<file path="config.mk">
export PLATFORM = sky130hd
export DESIGN_NAME = crc16_packet_framer_flat
export DESIGN_NICKNAME = d
export VERILOG_FILES = /design/src/sv/crcpf_pkg.sv /design/src/sv/crcpf_if.sv /design/src/sv/crcpf_cfg_regs.sv /design/src/sv/crcpf_in_reg.sv /design/src/sv/crcpf_framer.sv /design/src/sv/crc16_packet_framer.sv /design/src/flat_wrapper.sv
export SDC_FILE = /design/constraint.sdc
export NUM_CORES = 1
export LEC_CHECK = 0
export ABC_AREA = 1
export BUFFER_PORTS_ARGS = -buffer_cell sky130_fd_sc_hd__buf_4
export CORE_ASPECT_RATIO = 0.7
export CORE_UTILIZATION = 40
export DETAILED_ROUTE_END_ITERATION = 6
export PLACE_DENSITY_LB_ADDON = 0.1
export RECOVER_POWER = 50
export SETUP_SLACK_MARGIN = 0.3
export SKIP_CTS_REPAIR_TIMING = 1
export SLEW_MARGIN = 25
export SYNTH_ARGS = -nofsm -noshare
export SYNTH_HDL_FRONTEND = slang
export SYNTH_HIERARCHICAL = 1
export SYNTH_SLANG_ARGS = --single-unit
</file>
<file path="constraint.sdc">
create_clock -name clk_i -period 6.2 [get_ports clk_i]
set_input_delay 1.24 -clock clk_i [delete_from_list [all_inputs] [get_ports clk_i]]
set_output_delay 1.24 -clock clk_i [all_outputs]
set_load 0.02 [all_outputs]
</file>
<file path="src/sv/crcpf_pkg.sv">
// ----------------------------------------------------------------------------
// CRC-16 packet framer package
// Shared types, register indexes, byte kinds and the CRC-16/MODBUS byte update.
// ----------------------------------------------------------------------------
`default_nettype none

package crcpf_pkg;

  localparam int unsigned CfgIdxWidth  = 2;
  localparam int unsigned CfgDataWidth = 16;

  localparam logic [CfgIdxWidth-1:0] REG_HDR_FIRST  = 2'd0;
  localparam logic [CfgIdxWidth-1:0] REG_HDR_SECOND = 2'd1;
  localparam logic [CfgIdxWidth-1:0] REG_MAX_LEN    = 2'd2;

  localparam logic [7:0]  HDR_FIRST_RESET  = 8'h55;
  localparam logic [7:0]  HDR_SECOND_RESET = 8'hAA;
  localparam logic [15:0] MAX_LEN_RESET    = 16'd256;

  localparam logic [15:0] CRC_INIT = 16'hFFFF;
  localparam logic [15:0] CRC_POLY = 16'hA001;

  localparam logic FUNC_START = 1'b0;
  localparam logic FUNC_DATA  = 1'b1;

  typedef enum logic [1:0] {
    KIND_DATA,
    KIND_CRC_LO,
    KIND_CRC_HI
  } byte_kind_e;

  typedef struct packed {
    logic [7:0]  header_first_byte;
    logic [7:0]  header_second_byte;
    logic [15:0] max_payload_length;
  } cfg_t;

  typedef struct packed {
    logic        func;
    logic [7:0]  payload_byte;
    logic [15:0] timestamp;
    logic [15:0] length;
  } in_item_t;

  function automatic logic [15:0] crc_byte(input logic [15:0] crc_in, input logic [7:0] b);
    logic [15:0] c;
    c = crc_in ^ {8'h00, b};
    for (int k = 0; k < 8; k++) begin
      if (c[0]) begin
        c = (c >> 1) ^ CRC_POLY;
      end else begin
        c = c >> 1;
      end
    end
    return c;
  endfunction

endpackage

`default_nettype wire

</file>
<file path="src/sv/crcpf_if.sv">
// ----------------------------------------------------------------------------
// CRC-16 packet framer channels
// Valid/ready channels for input items and for frame words.
// ----------------------------------------------------------------------------
`default_nettype none

interface crcpf_in_if;
  logic        valid;
  logic        ready;
  logic        func;
  logic [7:0]  payload_byte;
  logic [15:0] timestamp;
  logic [15:0] length;

  modport source (output valid, func, payload_byte, timestamp, length, input ready);
  modport sink   (input valid, func, payload_byte, timestamp, length, output ready);
endinterface

interface crcpf_out_if;
  logic       valid;
  logic       ready;
  logic [7:0] out_byte;
  logic       end_of_run;
  logic       end_of_frame;

  modport source (output valid, out_byte, end_of_run, end_of_frame, input ready);
  modport sink   (input valid, out_byte, end_of_run, end_of_frame, output ready);
endinterface

`default_nettype wire

</file>
<file path="src/sv/crcpf_cfg_regs.sv">
// ----------------------------------------------------------------------------
// CRC-16 packet framer configuration registers
// Header bytes and payload length limit, written through a plain write port.
// ----------------------------------------------------------------------------
`default_nettype none

module crcpf_cfg_regs import crcpf_pkg::*; (
  input  wire logic                    clk_i,
  input  wire logic                    rst_ni,
  input  wire logic                    cfg_we_i,
  input  wire logic [CfgIdxWidth-1:0]  cfg_idx_i,
  input  wire logic [CfgDataWidth-1:0] cfg_data_i,
  output cfg_t                         cfg_o
);

  cfg_t cfg_q, cfg_d;

  always_comb begin
    cfg_d = cfg_q;
    if (cfg_we_i) begin
      unique case (cfg_idx_i)
        REG_HDR_FIRST:  cfg_d.header_first_byte  = cfg_data_i[7:0];
        REG_HDR_SECOND: cfg_d.header_second_byte = cfg_data_i[7:0];
        REG_MAX_LEN:    cfg_d.max_payload_length = cfg_data_i[15:0];
        default:        cfg_d = cfg_q;
      endcase
    end
  end

  always_ff @(posedge clk_i or negedge rst_ni) begin
    if (!rst_ni) begin
      cfg_q.header_first_byte  <= HDR_FIRST_RESET;
      cfg_q.header_second_byte <= HDR_SECOND_RESET;
      cfg_q.max_payload_length <= MAX_LEN_RESET;
    end else begin
      cfg_q <= cfg_d;
    end
  end

  assign cfg_o = cfg_q;

endmodule

`default_nettype wire

</file>
<file path="src/sv/crcpf_in_reg.sv">
// ----------------------------------------------------------------------------
// CRC-16 packet framer input register
// Holds one accepted item until the framer has produced all of its words.
// ----------------------------------------------------------------------------
`default_nettype none

module crcpf_in_reg import crcpf_pkg::*; (
  input  wire logic  clk_i,
  input  wire logic  rst_ni,
  crcpf_in_if.sink   in_s,
  output in_item_t   item_o,
  output logic       item_vld_o,
  input  wire logic  consume_i
);

  in_item_t item_q;
  logic     vld_q, vld_d;
  logic     accept;

  assign in_s.ready = !vld_q || consume_i;
  assign accept     = in_s.valid && in_s.ready;

  always_comb begin
    vld_d = vld_q;
    if (accept) begin
      vld_d = 1'b1;
    end else if (consume_i) begin
      vld_d = 1'b0;
    end
  end

  always_ff @(posedge clk_i or negedge rst_ni) begin
    if (!rst_ni) begin
      vld_q <= 1'b0;
    end else begin
      vld_q <= vld_d;
    end
  end

  always_ff @(posedge clk_i) begin
    if (accept) begin
      item_q.func         <= in_s.func;
      item_q.payload_byte <= in_s.payload_byte;
      item_q.timestamp    <= in_s.timestamp;
      item_q.length       <= in_s.length;
    end
  end

  assign item_o     = item_q;
  assign item_vld_o = vld_q;

endmodule

`default_nettype wire

</file>
<file path="src/sv/crcpf_framer.sv">
// ----------------------------------------------------------------------------
// CRC-16 packet framer core
// Walks the words of the held item, updates the running CRC and loads the
// output register.
// ----------------------------------------------------------------------------
`default_nettype none

module crcpf_framer import crcpf_pkg::*; (
  input  wire logic      clk_i,
  input  wire logic      rst_ni,
  input  wire cfg_t      cfg_i,
  input  wire in_item_t  item_i,
  input  wire logic      item_vld_i,
  output logic           consume_o,
  crcpf_out_if.source    out_m
);

  logic [2:0]  idx_q, idx_d;
  logic [15:0] crc_q, crc_d;
  logic [15:0] rem_q, rem_d;
  logic        in_frame_q, in_frame_d;
  logic        out_vld_q, out_vld_d;
  logic [7:0]  out_byte_q, out_byte_d;
  logic        eor_q, eor_d;
  logic        eof_q, eof_d;

  logic        out_free;
  logic        is_start;
  logic        first;
  logic        drop;
  logic        last_data;
  logic        eor;
  logic [15:0] crc_base;
  logic [15:0] crc_next;
  logic [15:0] rem_dec;
  logic [7:0]  data_byte;
  logic [7:0]  byte_val;
  byte_kind_e  kind;

  always_comb begin
    out_free = !out_vld_q || out_m.ready;
    is_start = item_i.func == FUNC_START;
    first    = idx_q == 3'd0;
    crc_base = (is_start && first) ? CRC_INIT : crc_q;
    rem_dec  = rem_q - 16'd1;
    drop     = first && (is_start ? (item_i.length > cfg_i.max_payload_length)
                                  : !in_frame_q);

    if (is_start) begin
      unique case (idx_q)
        3'd0:    data_byte = cfg_i.header_first_byte;
        3'd1:    data_byte = cfg_i.header_second_byte;
        3'd2:    data_byte = item_i.timestamp[7:0];
        3'd3:    data_byte = item_i.timestamp[15:8];
        3'd4:    data_byte = item_i.length[7:0];
        3'd5:    data_byte = item_i.length[15:8];
        default: data_byte = 8'h00;
      endcase
      if (idx_q == 3'd6) begin
        kind = KIND_CRC_LO;
      end else if (idx_q == 3'd7) begin
        kind = KIND_CRC_HI;
      end else begin
        kind = KIND_DATA;
      end
      last_data = (idx_q == 3'd5) && (item_i.length != 16'd0);
    end else begin
      data_byte = item_i.payload_byte;
      if (idx_q == 3'd0) begin
        kind = KIND_DATA;
      end else if (idx_q == 3'd1) begin
        kind = KIND_CRC_LO;
      end else begin
        kind = KIND_CRC_HI;
      end
      last_data = rem_dec != 16'd0;
    end

    crc_next = crc_byte(crc_base, data_byte);

    unique case (kind)
      KIND_DATA:   byte_val = data_byte;
      KIND_CRC_LO: byte_val = crc_q[7:0];
      KIND_CRC_HI: byte_val = crc_q[15:8];
      default:     byte_val = data_byte;
    endcase

    eor = (kind == KIND_CRC_HI) || ((kind == KIND_DATA) && last_data);
  end

  always_comb begin
    idx_d      = idx_q;
    crc_d      = crc_q;
    rem_d      = rem_q;
    in_frame_d = in_frame_q;
    out_vld_d  = out_vld_q && !out_m.ready;
    out_byte_d = out_byte_q;
    eor_d      = eor_q;
    eof_d      = eof_q;
    consume_o  = 1'b0;

    if (item_vld_i && out_free) begin
      if (drop) begin
        consume_o = 1'b1;
        if (is_start) begin
          in_frame_d = 1'b0;
          rem_d      = 16'd0;
          crc_d      = CRC_INIT;
        end
      end else begin
        out_vld_d  = 1'b1;
        out_byte_d = byte_val;
        eor_d      = eor;
        eof_d      = kind == KIND_CRC_HI;
        idx_d      = eor ? 3'd0 : idx_q + 3'd1;
        consume_o  = eor;
        unique case (kind)
          KIND_DATA: begin
            crc_d = crc_next;
            if (is_start) begin
              if (first) begin
                in_frame_d = 1'b0;
                rem_d      = 16'd0;
              end
              if (last_data) begin
                in_frame_d = 1'b1;
                rem_d      = item_i.length;
              end
            end else begin
              rem_d = rem_dec;
            end
          end
          KIND_CRC_HI: begin
            in_frame_d = 1'b0;
            rem_d      = 16'd0;
            crc_d      = CRC_INIT;
          end
          default: begin
            crc_d = crc_q;
          end
        endcase
      end
    end
  end

  always_ff @(posedge clk_i or negedge rst_ni) begin
    if (!rst_ni) begin
      idx_q      <= 3'd0;
      crc_q      <= CRC_INIT;
      rem_q      <= 16'd0;
      in_frame_q <= 1'b0;
      out_vld_q  <= 1'b0;
    end else begin
      idx_q      <= idx_d;
      crc_q      <= crc_d;
      rem_q      <= rem_d;
      in_frame_q <= in_frame_d;
      out_vld_q  <= out_vld_d;
    end
  end

  always_ff @(posedge clk_i) begin
    out_byte_q <= out_byte_d;
    eor_q      <= eor_d;
    eof_q      <= eof_d;
  end

  assign out_m.valid        = out_vld_q;
  assign out_m.out_byte     = out_byte_q;
  assign out_m.end_of_run   = eor_q;
  assign out_m.end_of_frame = eof_q;

endmodule

`default_nettype wire

</file>
<file path="src/sv/crc16_packet_framer.sv">
// ----------------------------------------------------------------------------
// CRC-16 packet framer
// Builds serial frames word by word: header, timestamp, length, payload and a
// CRC-16/MODBUS trailer.
// ----------------------------------------------------------------------------
// Items enter on in_s: a start item (func 0) carries a timestamp and a payload
// length, a data item (func 1) carries one payload byte. Frame words leave on
// out_m, one per handshake; end_of_run marks the last word caused by an item
// and end_of_frame marks the CRC high byte that closes a frame.
// An accepted item sits in an input register; its first word is then loaded
// into the output register, which drives out_m. The core produces one word per
// cycle while the receiver is ready, so a data item inside a frame gives one
// word, the last data item of a frame three, a start item six, or eight for an
// empty payload. Starts longer than the limit and data items outside a frame
// produce no words. A new item is accepted in the cycle its predecessor issues
// its last word. When the receiver stalls, the output word holds and the input
// register fills, after which in_s.ready falls. Reset clears both registers'
// valid flags, closes any open frame and loads the register defaults. The user
// must write configuration only while the block is idle; it is not enforced.
// ----------------------------------------------------------------------------
`default_nettype none

module crc16_packet_framer import crcpf_pkg::*; (
  input  wire logic                    clk_i,
  input  wire logic                    rst_ni,
  input  wire logic                    cfg_we_i,
  input  wire logic [CfgIdxWidth-1:0]  cfg_idx_i,
  input  wire logic [CfgDataWidth-1:0] cfg_data_i,
  crcpf_in_if.sink                     in_s,
  crcpf_out_if.source                  out_m
);

  cfg_t     cfg;
  in_item_t item;
  logic     item_vld;
  logic     consume;

  crcpf_cfg_regs u_cfg_regs (
    .clk_i      (clk_i),
    .rst_ni     (rst_ni),
    .cfg_we_i   (cfg_we_i),
    .cfg_idx_i  (cfg_idx_i),
    .cfg_data_i (cfg_data_i),
    .cfg_o      (cfg)
  );

  crcpf_in_reg u_in_reg (
    .clk_i      (clk_i),
    .rst_ni     (rst_ni),
    .in_s       (in_s),
    .item_o     (item),
    .item_vld_o (item_vld),
    .consume_i  (consume)
  );

  crcpf_framer u_framer (
    .clk_i      (clk_i),
    .rst_ni     (rst_ni),
    .cfg_i      (cfg),
    .item_i     (item),
    .item_vld_i (item_vld),
    .consume_o  (consume),
    .out_m      (out_m)
  );

endmodule

`default_nettype wire

</file>
<file path="src/flat_wrapper.sv">
// flat-port wrapper written by rule: the top's interface ports become plain ports
module crc16_packet_framer_flat import crcpf_pkg::*;
  (clk_i, rst_ni, cfg_we_i, cfg_idx_i, cfg_data_i, in_s_valid, in_s_func, in_s_payload_byte, in_s_timestamp, in_s_length, in_s_ready, out_m_valid, out_m_out_byte, out_m_end_of_run, out_m_end_of_frame, out_m_ready);
  crcpf_in_if in_s_i ();
  crcpf_out_if out_m_i ();
  input  wire logic clk_i;
  input  wire logic rst_ni;
  input  wire logic cfg_we_i;
  input  wire logic [CfgIdxWidth-1:0] cfg_idx_i;
  input  wire logic [CfgDataWidth-1:0] cfg_data_i;
  input wire logic [$bits(in_s_i.valid)-1:0] in_s_valid;
  input wire logic [$bits(in_s_i.func)-1:0] in_s_func;
  input wire logic [$bits(in_s_i.payload_byte)-1:0] in_s_payload_byte;
  input wire logic [$bits(in_s_i.timestamp)-1:0] in_s_timestamp;
  input wire logic [$bits(in_s_i.length)-1:0] in_s_length;
  output wire logic [$bits(in_s_i.ready)-1:0] in_s_ready;
  output wire logic [$bits(out_m_i.valid)-1:0] out_m_valid;
  output wire logic [$bits(out_m_i.out_byte)-1:0] out_m_out_byte;
  output wire logic [$bits(out_m_i.end_of_run)-1:0] out_m_end_of_run;
  output wire logic [$bits(out_m_i.end_of_frame)-1:0] out_m_end_of_frame;
  input wire logic [$bits(out_m_i.ready)-1:0] out_m_ready;
  assign in_s_i.valid = in_s_valid;
  assign in_s_i.func = in_s_func;
  assign in_s_i.payload_byte = in_s_payload_byte;
  assign in_s_i.timestamp = in_s_timestamp;
  assign in_s_i.length = in_s_length;
  assign in_s_ready = in_s_i.ready;
  assign out_m_valid = out_m_i.valid;
  assign out_m_out_byte = out_m_i.out_byte;
  assign out_m_end_of_run = out_m_i.end_of_run;
  assign out_m_end_of_frame = out_m_i.end_of_frame;
  assign out_m_i.ready = out_m_ready;
  crc16_packet_framer u_core (.clk_i(clk_i), .rst_ni(rst_ni), .cfg_we_i(cfg_we_i), .cfg_idx_i(cfg_idx_i), .cfg_data_i(cfg_data_i), .in_s(in_s_i), .out_m(out_m_i));
endmodule
</file>
Yosys cells after proc, flatten, opt, wreduce, memory -nomap -nowiden
Index checks and enable logic that the tools add are counted.
- multipliers: 0
- bitwise operators: 11
- divide/modulo/power cells: 0
- equality and inequality tests: 15
- $lt $le $gt $ge: 1
- reduce and logical (&&, ||, !) cells: 28
- multiplexer cells: 41
- $add $sub $neg: 2
- shift-type cells: 0
- operators by type and width (kind ; count):
    $mux W16 ; 16
    $pmux W16 S2 ; 2
    $pmux W8 S6 ; 1
    $reduce_bool A16 Y1 ; 2
    $not A2 Y3 ; 8
    $gt A16 B16 Y1 ; 1
    $pmux W8 S2 ; 1
    $sub A16 B1 Y16 const B ; 1
    $xor A16 B8 Y16 ; 1
    $mux W1 ; 13
    $eq A3 B3 Y1 const B ; 4
    $mux W2 ; 5
    $mux W8 ; 1
    $reduce_and A2 Y1 ; 4
    $logic_and A1 B1 Y1 ; 7
    $eq A3 B2 Y1 const B ; 2
    $ne A5 B4 Y1 const B ; 1
    $reduce_and A5 Y1 ; 1
    $eq A2 B1 Y1 const B ; 2
    $eq A2 B2 Y1 const B ; 2
    $logic_not A1 Y1 ; 4
    $logic_not A2 Y1 ; 2
    $ne A2 B2 Y1 const B ; 2
    $ne A4 B4 Y1 const B ; 1
    11 further kinds ; 14
- register bits after elaboration: 121
- memory bits (read-only): 0
- logic and storage cells: 114
- latch bits: 0
- input port bits: 64
- memories kept: 0
- memory bits (writable): 0

Depth between registers and ports, before layout
- depth in word-level cells: 22
- mapped depth: 23
- gate-level depth less buffers: 22

Hierarchy
The synthesis kept the hierarchy.
- by module, submodules not included (module ; times used ; seq. area each (µm²) ; area an instance (µm²) ; cells an instance):
    crcpf_framer ; 1 ; 1246.2 ; 4186.5 ; 639
    crcpf_cfg_regs ; 1 ; 812.0 ; 1392.6 ; 143
    crcpf_in_reg ; 1 ; 1256.2 ; 1276.2 ; 47

Worst setup path after synthesis
OpenSTA, ideal clock, no wires.
- kind: register to register
- start point: register u_core.u_framer.idx_q[1]
- end point: register u_core.u_in_reg.item_q, in the netlist u_core/u_in_reg/item_o[0] (enable)
- path slack: 1.866 ns
- data required time: 5.747 ns
- data arrival time: 3.881 ns
- stages on the path, launching flop included: 15
- library setup time: 0.453 ns
- path through: dfrtp_1 inv_1 ha_1 buf_4 inv_1 nor2_1 inv_1 a32oi_1 ha_1 nand2_1 nand3_1 nand2_1 inv_1 inv_1 a21oi_1
- longest elaborated chain between the ends: 11
- ends and longest elaborated chain (what ; line ; RTL):
    start, declared ; crcpf_framer.sv:18 ; logic [2:0] idx_q, idx_d;
    start signal, assigned ; crcpf_framer.sv:154 ; idx_q <= idx_d;
    $eq A3 B1 Y1 / $eq A3 B3 Y1 (equally long branches) ; crcpf_framer.sv:71, crcpf_framer.sv:61 ;
    $mux W2 (on tied branches) ; crcpf_framer.sv:71, crcpf_framer.sv:61 ;
    $mux W2 (on tied branches) ; crcpf_framer.sv:69, crcpf_framer.sv:59 ;
    $mux W2 ; crcpf_framer.sv:49 ; if (is_start) begin
    $logic_not A2 Y1 ; crcpf_framer.sv:88 ; eor = (kind == KIND_CRC_HI) || ((kind == KIND_DATA) && last_data);
    $logic_and A1 B1 Y1 ; crcpf_framer.sv:88 ;
    $logic_or A1 B1 Y1 ; crcpf_framer.sv:88 ;
    $mux W1 (*) ; crcpf_framer.sv:103 ; if (drop) begin
    $mux W1 (*) ; crcpf_framer.sv:102 ; if (item_vld_i && out_free) begin
    named net u_core.consume ; crc16_packet_framer.sv:36 ; logic consume;
    $logic_or A1 B1 Y1 (*) ; crcpf_in_reg.sv:20 ; assign in_s.ready = !vld_q || consume_i;
    $logic_and A1 B1 Y1 (*) ; crcpf_in_reg.sv:21 ; assign accept = in_s.valid && in_s.ready;
    named net u_core.u_in_reg.accept ; crcpf_in_reg.sv:18 ; logic accept;
    end, declared ; crcpf_in_reg.sv:16 ; in_item_t item_q;
Mark *: on every way through the listed nets, which the timed path passes. The rest lies on a longest branch.
A chain may end at the register's enable or synchronous reset.

Worst setup path in the final report
- start point: register u_core.u_framer.idx_q[0]
- end point: output port in_s_ready
- longest elaborated chain between the ends: 10
- ends and longest elaborated chain (what ; line ; RTL):
    $eq A3 B1 Y1 / $eq A3 B3 Y1 (equally long branches) ; crcpf_framer.sv:71, crcpf_framer.sv:61 ;
    $mux W2 (on tied branches) ; crcpf_framer.sv:71, crcpf_framer.sv:61 ;
    $mux W2 (on tied branches) ; crcpf_framer.sv:69, crcpf_framer.sv:59 ;
    $mux W2 ; crcpf_framer.sv:49 ;
    $logic_not A2 Y1 ; crcpf_framer.sv:88 ;
    $logic_and A1 B1 Y1 ; crcpf_framer.sv:88 ;
    $logic_or A1 B1 Y1 ; crcpf_framer.sv:88 ;
    $mux W1 (*) ; crcpf_framer.sv:103 ;
    $mux W1 (*) ; crcpf_framer.sv:102 ;
    named net u_core.consume ; crc16_packet_framer.sv:36 ;
    $logic_or A1 B1 Y1 (*) ; crcpf_in_reg.sv:20 ;
    end, declared ; flat_wrapper.sv:16 ; output wire logic [$bits(in_s_i.ready)-1:0] in_s_ready;
Marks and branches as above.

==> results.md <==
- Maximum clock rate: roughly 0.21 GHz
- Element type at the critical path start: flop
- Type of the worst setup path: reg -> out
- Gate count after technology mapping: slightly above 800
- Clk network pwr share: 0.242
- Site Rows: 39
- Placed wire-length estimate after detailed placement: around 14000 um
- Detailed-route wire length: 19000 um
- Share of post-route cells with drive strength above 1: 0.171
- Synthesis-to-layout area growth: 19.3%
- Element type at the critical path end: primary output
- Vias in the first global route: 5700
- Total count of max-transition violations in the final report: roughly 110
- Final Skew: roughly 13 ps
- Path category of the worst min-delay check: reg -> reg
- Die X-Extent: 158 um
- Required time reported for the critical path endpoint: ~5000 ps
- Cells traversed along the worst timing path: inv_1, ha_1, inv_1, nor2_2, inv_1, a32oi_1, inv_1, ha_1, inv_1, nand3_1, nand2_1, inv_1, inv_1, nand2_1, buf_4
- Initial core utilization: 0.414
- Internal power component: 2.53 mW
- TritonCTS clock tree: yes
- Post-synthesis instance area: 6860 um^2
- Setup repair after global routing missed its margin: no
- Delay of the slowest critical-path stage: 420 ps
- Worst path buffer plus inverter count: 8
- Status: complete, but fails checks
- Time the final worst path needs with I/O delays and setup: roughly 4700 ps
- Remaining antenna violation count: 0
- Via-to-Cell Ratio: approximately 5.2
- Critical-path maximum fanout: 13
- Total CTS buffers: 17
- Clock network latency to the later pin of the worst-skew pair: 430 ps
- Kind of cell with the highest combined delay on the critical path: buffers and inverters
- Maximum clock insertion buffer count: 2
- # IOs: 76
- Count of inserted antenna diode cells: 0
- H-Tree Level Count: 4
- Most used DFF post-synth: sky130_fd_sc_hd__edfxtp_1
- Root Buffer Master: sky130_fd_sc_hd__clkbuf_16
- Maximum vdd ir drop: roughly 0.00022 V
- Tot Pwr: roughly 4.5 mW
- Arrival time reported for the critical path endpoint: 3490 ps
- Final setup violation count: 0
- Die Outline Area: roughly 18000 um^2
- Pin count of the biggest net entering global routing: 71
- Number of synthesized flops with an enable pin: about 50
- Avg Inst Size Synth: around 8.3 um^2
- P_leak: between 3 and 4 nW
- First-pass GRT wire length: ~31000 um
- Slowest stage cell on the critical path: sky130_fd_sc_hd__ha_1
- Total global-route track usage: 0.232
- CTS sink cnt: around 120
- Clock Pin Slew Worst Setup and Hold Paths: 60 ps
- PwrDens: about 550 nW/um^2
- Starting DRT DRC Count: 657
- IO Port Bufs: 75
- Switching share of power: 0.442
- Count of final hold-check violations: 0
- Via count: ~5900
- GRT Residual Overflow: 0
- Share of the core filled with cells in the final layout: 0.494
- Remaining routing DRC violations: 0
- Die Y-Extent: around 110 um
- Commonest non-fill, non-tap cell in the layout: sky130_fd_sc_hd__nand2_1
- Antenna violations before repair: 0
- Net count reported at finish: 990
- Reg2reg setup slack: about 2200 ps
- CP dominant cell by count: sky130_fd_sc_hd__inv_1
- Worst Tran Pin Value: 2330 ps
- Wirelength per Cell: about 17 um
- MaxCap Viol Count: 3
- Net count after synthesis: 920
- Violated checks: capacitance limit, slew limit
- Worst-case headroom to the max-slew limit: -0.556
- Share of the clock period used by the worst path: 0.763
- Sequential share of power: 0.302
- Combinational share of power: 0.456
- Synth unique cells: 38
- Sequential fraction of the synthesis area: 0.483
- Commonest cells after routing, fill and taps aside: sky130_fd_sc_hd__nand2_1 (243), sky130_fd_sc_hd__inv_1 (103), sky130_fd_sc_hd__nand3_1 (85)
- Ys Warns: 6
- Weighted congestion reported at the end of routability-driven placement: 0.872
- Initial DRT Pass Iterations: 5
- Post-synthesis async set-or-reset flop share: 0.579
- Fin Setup TNS: 0 ps
- FF+latch count, synth: around 120
- Core area: roughly 17000 um^2
- Switch Pwr: between 2 and 2.5 mW
==> layout make-up <==
class | instances | area (um^2)
Clock buffer | 17 | 425
Sequential cell | 121 | 3310
Fill cell | 1579 | 8370
Timing Repair Buffer | 79 | 582
Clock inverter | 15 | 224
Multi-Input combinational cell | 572 | 2940
Tap cell | 225 | 282
Inverter | 108 | 405
==> Yosys cell counts (10+ instances only) <==
library cell                 n  area share
sky130_fd_sc_hd__a21oi_1    19       0.014
sky130_fd_sc_hd__a31oi_1    10      0.0091
sky130_fd_sc_hd__buf_4      10       0.011
sky130_fd_sc_hd__dfrtp_1    45        0.16
sky130_fd_sc_hd__dfstp_2    25       0.096
sky130_fd_sc_hd__edfxtp_1   51        0.22
sky130_fd_sc_hd__ha_1       27       0.049
sky130_fd_sc_hd__inv_1     103       0.056
sky130_fd_sc_hd__nand2_1   242        0.13
sky130_fd_sc_hd__nand3_1    84       0.061
sky130_fd_sc_hd__nand4_1    31       0.028
sky130_fd_sc_hd__nor2_1     46       0.025
sky130_fd_sc_hd__o21ai_0    44       0.032
sky130_fd_sc_hd__o22ai_1    14       0.013
sky130_fd_sc_hd__xor2_1     12       0.015
==> tightest hold or removal path: stages, from the launching register on <==
cell,delay (ps)
sky130_fd_sc_hd__dfstp_2,370
sky130_fd_sc_hd__nand2_1,50
sky130_fd_sc_hd__nand2_1,40
==> path summary, 6_finish.rpt <==
kind | from | cells after the start | endpoint
max reg2reg | u_core/u_framer/idx_q[0] | 14 | u_core/u_in_reg/item_o[37]
min in group asynchronous | rst_ni | 1 | u_core/u_cfg_regs/cfg_o[4]
min reg2reg | u_core/u_cfg_regs/cfg_o[21] | 2 | u_core/u_cfg_regs/cfg_o[21]
max | u_core/u_framer/idx_q[0] | 15 | in_s_ready
max in group asynchronous | rst_ni | 2 | u_core/u_framer/out_m.valid
min | u_core/u_cfg_regs/cfg_o[21] | 2 | u_core/u_cfg_regs/cfg_o[21]
==> state kept, by name, summed over array words and instances, names as in the netlist <==
signal and count:
u_core/u_in_reg/item_o 41, u_core/u_framer/idx_q 3, u_core/u_framer/crc_q 16, u_core/u_in_reg/item_vld_o 1, u_core/u_framer/out_m.end_of_run 1, u_core/u_framer/in_frame_q 1
u_core/u_framer/out_m.end_of_frame 1, u_core/u_framer/out_m.valid 1, u_core/u_framer/rem_q 16, u_core/u_framer/out_m.out_byte 8, u_core/u_cfg_regs/cfg_o 32
==> kinds of logic after synthesis <==
| logic type | synth area share |
|---|---|
| AOI/OAI and AO/OA | 0.0814 |
| buffers and inverters | 0.0858 |
| adders and majority gates | 0.0493 |
| DFF | 0.483 |
| xor gates and xnor gates | 0.0204 |
| and+or+nand+nor | 0.280 |
==> layer usage <==
metal / share of wire / vias up / GRT usage / wire [um]
met1: 0.51 / 2830 / 0.356 / 9660
li1: - / 2891 / - / -
met4: 0.012 / 0 / 0.0647 / 230
met3: 0.063 / 19 / 0.0529 / 1200
met2: 0.42 / 195 / 0.321 / 7880
met5: 0 / - / 0 / 0
==> power groups by stage <==
stage | sequential [mW] | clock, mW | combinational (mW)
6_report | 1.37 | 1.10 | 2.07
5_1_grt | 1.39 | 1.15 | 2.34
4_1_cts | 1.37 | 1.11 | 2.04
3_5_place_dp | 1.38 | 0 | 2.04
3_3_place_gp | 1.37 | 0 | 2.00
2_1_floorplan | 1.34 | 0 | 1.48
==> per-stage QoR <==
step	hold slack (ps)	area [um^2]	instances	setup WS, ps
after floorplan	442	6860	829	1870
after global placement	458	7550	1104	2110
after detailed placement	459	7550	1104	1980
after CTS	468	8200	1136	1520
after global routing	482	8180	1137	1160
final	465	8180	1137	1470
Power figures use the tool's default switching activity.
